===== src/rtl/hllc_pkg.sv =====
package hllc_pkg;

  // Signed Q8.24 value and a value with its saturation mark
  typedef logic signed [31:0] qv_t;
  typedef struct packed {
    logic ov;
    qv_t  v;
  } qr_t;

  localparam qv_t QONE  = 32'sh0100_0000;
  localparam qv_t QHALF = 32'sh0080_0000;

  // Configuration port
  localparam int              GAMMA_W     = 26;
  localparam logic [25:0]     GAMMA_RESET = 26'd23488102;
  localparam int              ADDR_W      = 3;
  localparam logic [ADDR_W-3:0] REG_GAMMA = '0;

  // Divider: magnitude, rounding add, range check, one quotient bit per stage, sign
  localparam int DIV_STEPS = 33;
  localparam int DIV_LAT   = DIV_STEPS + 4;
  // Square root: operand stage, then one root bit per stage
  localparam int ROOT_BITS = 28;
  localparam int SQRT_LAT  = ROOT_BITS + 1;

  localparam logic [1:0] REGION_LEFT  = 2'd0;
  localparam logic [1:0] REGION_RIGHT = 2'd1;
  localparam logic [1:0] REGION_LSTAR = 2'd2;
  localparam logic [1:0] REGION_RSTAR = 2'd3;

  typedef struct packed {
    qv_t rho_left;
    qv_t mom_left;
    qv_t energy_left;
    qv_t rho_right;
    qv_t mom_right;
    qv_t energy_right;
  } item_t;

  typedef struct packed {
    qv_t        flux_mass;
    qv_t        flux_momentum;
    qv_t        flux_energy;
    logic [1:0] wave_region;
    logic       error_flag;
  } result_t;

  function automatic qr_t q_sat(input logic signed [64:0] x);
    qr_t r;
    if (x > 65'sd2147483647) begin
      r.ov = 1'b1;
      r.v  = 32'sh7fff_ffff;
    end else if (x < -65'sd2147483648) begin
      r.ov = 1'b1;
      r.v  = 32'sh8000_0000;
    end else begin
      r.ov = 1'b0;
      r.v  = x[31:0];
    end
    return r;
  endfunction

  function automatic qr_t q_add(input qv_t a, input qv_t b);
    return q_sat(65'(a) + 65'(b));
  endfunction

  function automatic qr_t q_sub(input qv_t a, input qv_t b);
    return q_sat(65'(a) - 65'(b));
  endfunction

  // Product rounded to nearest, ties toward plus infinity
  function automatic qr_t q_mul(input qv_t a, input qv_t b);
    logic signed [63:0] pr;
    logic signed [64:0] rw;
    pr = 64'(a) * 64'(b);
    rw = 65'(pr) + 65'sd8388608;
    return q_sat(rw >>> 24);
  endfunction

  // Fold a saturation mark into an error bit and hand back the value
  function automatic qv_t q_take(input qr_t r, inout logic f);
    f = f | r.ov;
    return r.v;
  endfunction

  function automatic qv_t q_min(input qv_t a, input qv_t b);
    return (a < b) ? a : b;
  endfunction

  function automatic qv_t q_max(input qv_t a, input qv_t b);
    return (a > b) ? a : b;
  endfunction

  function automatic logic [31:0] q_mag(input qv_t a);
    logic signed [32:0] w;
    w = 33'(a);
    return (w < 0) ? 32'(-w) : 32'(w);
  endfunction

endpackage


===== src/rtl/hllc_sqrt.sv =====
module hllc_sqrt import hllc_pkg::*; (
  input  logic clk,
  input  qv_t  arg,
  output qv_t  root
);

  localparam int VW = 56;

  logic [VW-1:0]        rem [0:ROOT_BITS];
  logic [ROOT_BITS-1:0] res [0:ROOT_BITS];

  // operand magnitude scaled to Q.48
  always_ff @(posedge clk) begin
    rem[0] <= {q_mag(arg), 24'b0};
    res[0] <= '0;
  end

  // (res + 2^b)^2 - res^2 = res*2^(b+1) + 2^(2b): the two terms never overlap
  for (genvar i = 0; i < ROOT_BITS; i++) begin : g_step
    localparam int B = ROOT_BITS - 1 - i;
    logic [VW:0] trial;
    assign trial = ((VW+1)'(res[i]) << (B + 1)) | ((VW+1)'(1) << (2 * B));
    always_ff @(posedge clk) begin
      if ((VW+1)'(rem[i]) >= trial) begin
        rem[i+1] <= rem[i] - trial[VW-1:0];
        res[i+1] <= res[i] | (ROOT_BITS'(1) << B);
      end else begin
        rem[i+1] <= rem[i];
        res[i+1] <= res[i];
      end
    end
  end

  assign root = qv_t'({{(32-ROOT_BITS){1'b0}}, res[ROOT_BITS]});

endmodule


===== config.mk =====
export PLATFORM = sky130hd
export DESIGN_NAME = hllc_sqrt
export DESIGN_NICKNAME = d
export VERILOG_FILES = /design/src/rtl/hllc_pkg.sv /design/src/rtl/hllc_sqrt.sv
export SDC_FILE = /design/constraint.sdc
export NUM_CORES = 2
export LEC_CHECK = 0
export BUFFER_PORTS_ARGS = -buffer_cell sky130_fd_sc_hd__buf_2
export CORE_MARGIN = 2
export CORE_UTILIZATION = 30
export CTS_CLUSTER_SIZE = 30
export DETAILED_ROUTE_END_ITERATION = 16
export HOLD_SLACK_MARGIN = 0.02
export PLACE_DENSITY_LB_ADDON = 0.25
export SETUP_SLACK_MARGIN = 0.5
export SLEW_MARGIN = 20
export SYNTH_ARGS = -nofsm -noshare
export SYNTH_HDL_FRONTEND = slang
export SYNTH_SLANG_ARGS = --single-unit

===== constraint.sdc =====
create_clock -name clk -period 3.05 [get_ports clk]
set_input_delay 0.61 -clock clk [delete_from_list [all_inputs] [get_ports clk]]
set_output_delay 0.61 -clock clk [all_outputs]
set_load 0.02 [all_outputs]

==> metrics.cfg <==
[synthesis]
seq_area_frac_synth_pct=47.1
synth_top_family_by_area=simple AND/OR/NAND/NOR gates
synthArstFlopShare_pct=0
synth_top_area_cell=dfxtp_1
synth_area_leaders=dfxtp_1 47%, ha_1 8.5%, xnor2_1 4.7%
ys_top_cells_by_count=1423 x dfxtp_1, 529 x nand2_1, 524 x inv_1, 410 x ha_1, 405 x nor2_1
synth_ff_type=dfxtp_1
synthXorXnorAreaFrac_pct=9.29
synth_compound_area_share_pct=13.9
netlist.area_leader.share_pct=47.1
yosys.area_share.adder_pct=8.84
synthCells=6414
ys_types=103
synth-edff-count=0
netlist_area_sq_um=60500
synthMuxAreaShare_pct=0.918
synth-simple-area-share_pct=15.8
ys_warn_count=0
ys_ff_latch=1423
synth_most_common_cell=dfxtp_1
avgSynthCellArea_sq_um=9.43

[critical_path]
critPathMaxStageDelay_ns=0.43
path_cells=inv_2 -> ha_4 -> fa_2 -> a211oi_2 -> o211ai_1 -> a221o_1 -> a311oi_2 -> buf_4 -> o21bai_4 -> a211o_1 -> nor2_4 -> nand2_1 -> xnor2_1
rr_worst_depth=13
cp.required_ns=3.67
endpoint_kind=register
crit_type=reg -> reg
worstPathArrival_ns=3.72
path_max_fanout=4
critPathLaunchType=register
critPathSlowestCell=a221o_1

[sta]
maxSlewViolCount=0
max_freq_mhz=323
hold_viol=0
whs_ns=0.0790
setup-tns-final_ns=-0.0822
min_period_ns=3.09
slew_headroom_pct=49.2
final-setup-viol-count=4
rsz0062_at_grt=true
worst_slew_pin_slew_ns=0.742
finalClockSkew_ns=0.0560
layout_setup_ws_ns=-0.0412
fin_crit_sh_pct=101

[clock_tree]
cts.path.max_buffers=3
clk_pin_slew_worst_paths_ns=0.07
cts_htree_levels=4
cts_made_buffers=150
cts_root_buf=clkbuf_16
cts_tree=built
clock_sinks=1423
clk_latency_ns=0.80

[pwr]
power.density_nw_per_um2=896
p_leak_nw=35.1
ir_worst_vdd_mv=0.588

[die]
initial_utilization_pct=30.2
io_pins=65
dieWidth_microns=453
die_y_microns=453
die-area_sq_um=205000
rows=164
core-area_sq_um=200000

[placed_design]
post_dp_cell_area_sq_um=67100
dpl.hpwl_mm=110
gp_congestion=0.858
io_buffers=60

[finish]
utilization_pct=39.9
nets=7488
design_area_sq_um=79800
areaGrowthSynthToFinish_pct=31.9
drive_gt1_share_pct=25.5

[routing]
viasPerCell=4.72
num_vias=46300
post_drt_wl_per_cell_microns=15.5
dr.pass1.iters=7
initialDrtViolationCount=2178
drcViolationCount=0
wl_mm=152
ant_nets=0

[grt]
grt_max_degree=45
grt_antenna_before_repair=4
grt_first_pass_wirelength_mm=237
grt.overflow.total=0
grt.total_usage_pct=14.0
grt_pass1_vias=46500

[status]
outcome=complete, but fails checks
violations=setup timing

[hold_path]
hp-class=in -> reg
hold_path_depth=2

[job]
maxCapViolCount=0

-- logic make-up (layout without fill, tap and decap cells) --
logic type               Yosys count  count (layout)
flip-flops                      1423            1423
XOR/XNOR                         642             642
adder cells (fa/ha/maj)          421             421
multiplexers                      50              50
AO/OA/AOI/OAI                   1342            1342
AND/OR/NAND/NOR                 1883            1883
other                              1               6
buffers and inverters            652            1383
-- stage by stage --
stage | std cells | power [mW] | setup slack (ns)
6_report | 9806 | 71.5 | -0.0412
5_1_grt | 9806 | 76.0 | -0.147
4_1_cts | 9681 | 69.7 | -0.0359
3_5_place_dp | 9262 | 49.4 | -0.128
3_3_place_gp | 9262 | 49.2 | -0.178
2_1_floorplan | 6417 | 42.9 | 0.101
-- layer usage --
layer	global-route usage, %	part of all wire [%]	wire (microns)	vias up
li1	-	-	-	23500
met3	2.01	2.9	4450	343
met2	25.5	51	77200	711
met1	16.6	43	65300	21800
met5	0	0	0	-
met4	5.34	3.4	5190	0
-- path summary, 6_finish.rpt --
| check | startpoint | end | slack [ns] |
|---|---|---|---|
| worst min-delay path | arg[12] | rem[0][36] | 0.08 |
| worst min register to register | res[12][19] | res[12][47] | 0.34 |
| worst max-delay path | res[9][37] | rem[20][46] | -0.04 |
| worst max register to register | res[9][37] | rem[20][46] | -0.04 |
-- state kept, by name (all words and copies together), names as in the netlist --
name and flops:
res 406, rem 1017
-- final cells by class --
class                           count  area [sq um]
Clock buffer                      201          4240
Timing Repair Buffer              586          5340
Fill cell                       19300        120000
Clock inverter                     65           970
Tap cell                         2656          3320
Sequential cell                  1423         28700
Inverter                          530          2030
Timing Repair inverter              1          11.3
Antenna cell                        2          5.00
Multi-Input combinational cell   4342         35300
-- where the power goes --
part	switching, mW	internal, mW	total (mW)
Sequential	5.23	24.1	29.3
Combinational	12.3	11.0	23.3
Clock	7.72	11.1	18.9
Total	25.2	46.3	71.5
-- layout by cell type (no fill, tap or decap), types with 72 or more instances in the layout --
| cell type | n |
|---|---|
| dfxtp_2 | 97 |
| xnor2_1 | 304 |
| a21o_1 | 151 |
| nor3_1 | 126 |
| ha_1 | 293 |
| nand2_1 | 483 |
| clkbuf_16 | 162 |
| nand2b_1 | 72 |
| ha_4 | 101 |
| nand3_1 | 74 |
| nor4_1 | 96 |
| o21ai_0 | 308 |
| xor2_1 | 312 |
| inv_1 | 474 |
| dfxtp_1 | 1313 |
| buf_4 | 380 |
| a21oi_1 | 272 |
| nor2_1 | 341 |
| a21oi_2 | 75 |
-- worst max-delay path: cells and delay by family (launching register included) --
kind	cells	cell delay (ns)
AO/OA/AOI/OAI	6	1.45
AND/OR/NAND/NOR	2	0.26
buffers and inverters	2	0.23
XOR/XNOR	1	0.12
adder cells (fa/ha/maj)	2	0.52
flip-flops	1	0.33
-- repair_timing --
| action | in CTS | in global routing |
|---|---|---|
| endpoints found under the setup margin | 665 | 722 |
| hold buffers | 27 | 0 |
| buffers inserted | 114 | 105 |
| resized for setup | 402 | 664 |
| endpoints found under the hold margin | 28 | 0 |
| gates cloned | 12 | 18 |
| pin swaps | 193 | 275 |
Note: power is estimated with default switching activity, not from simulation.
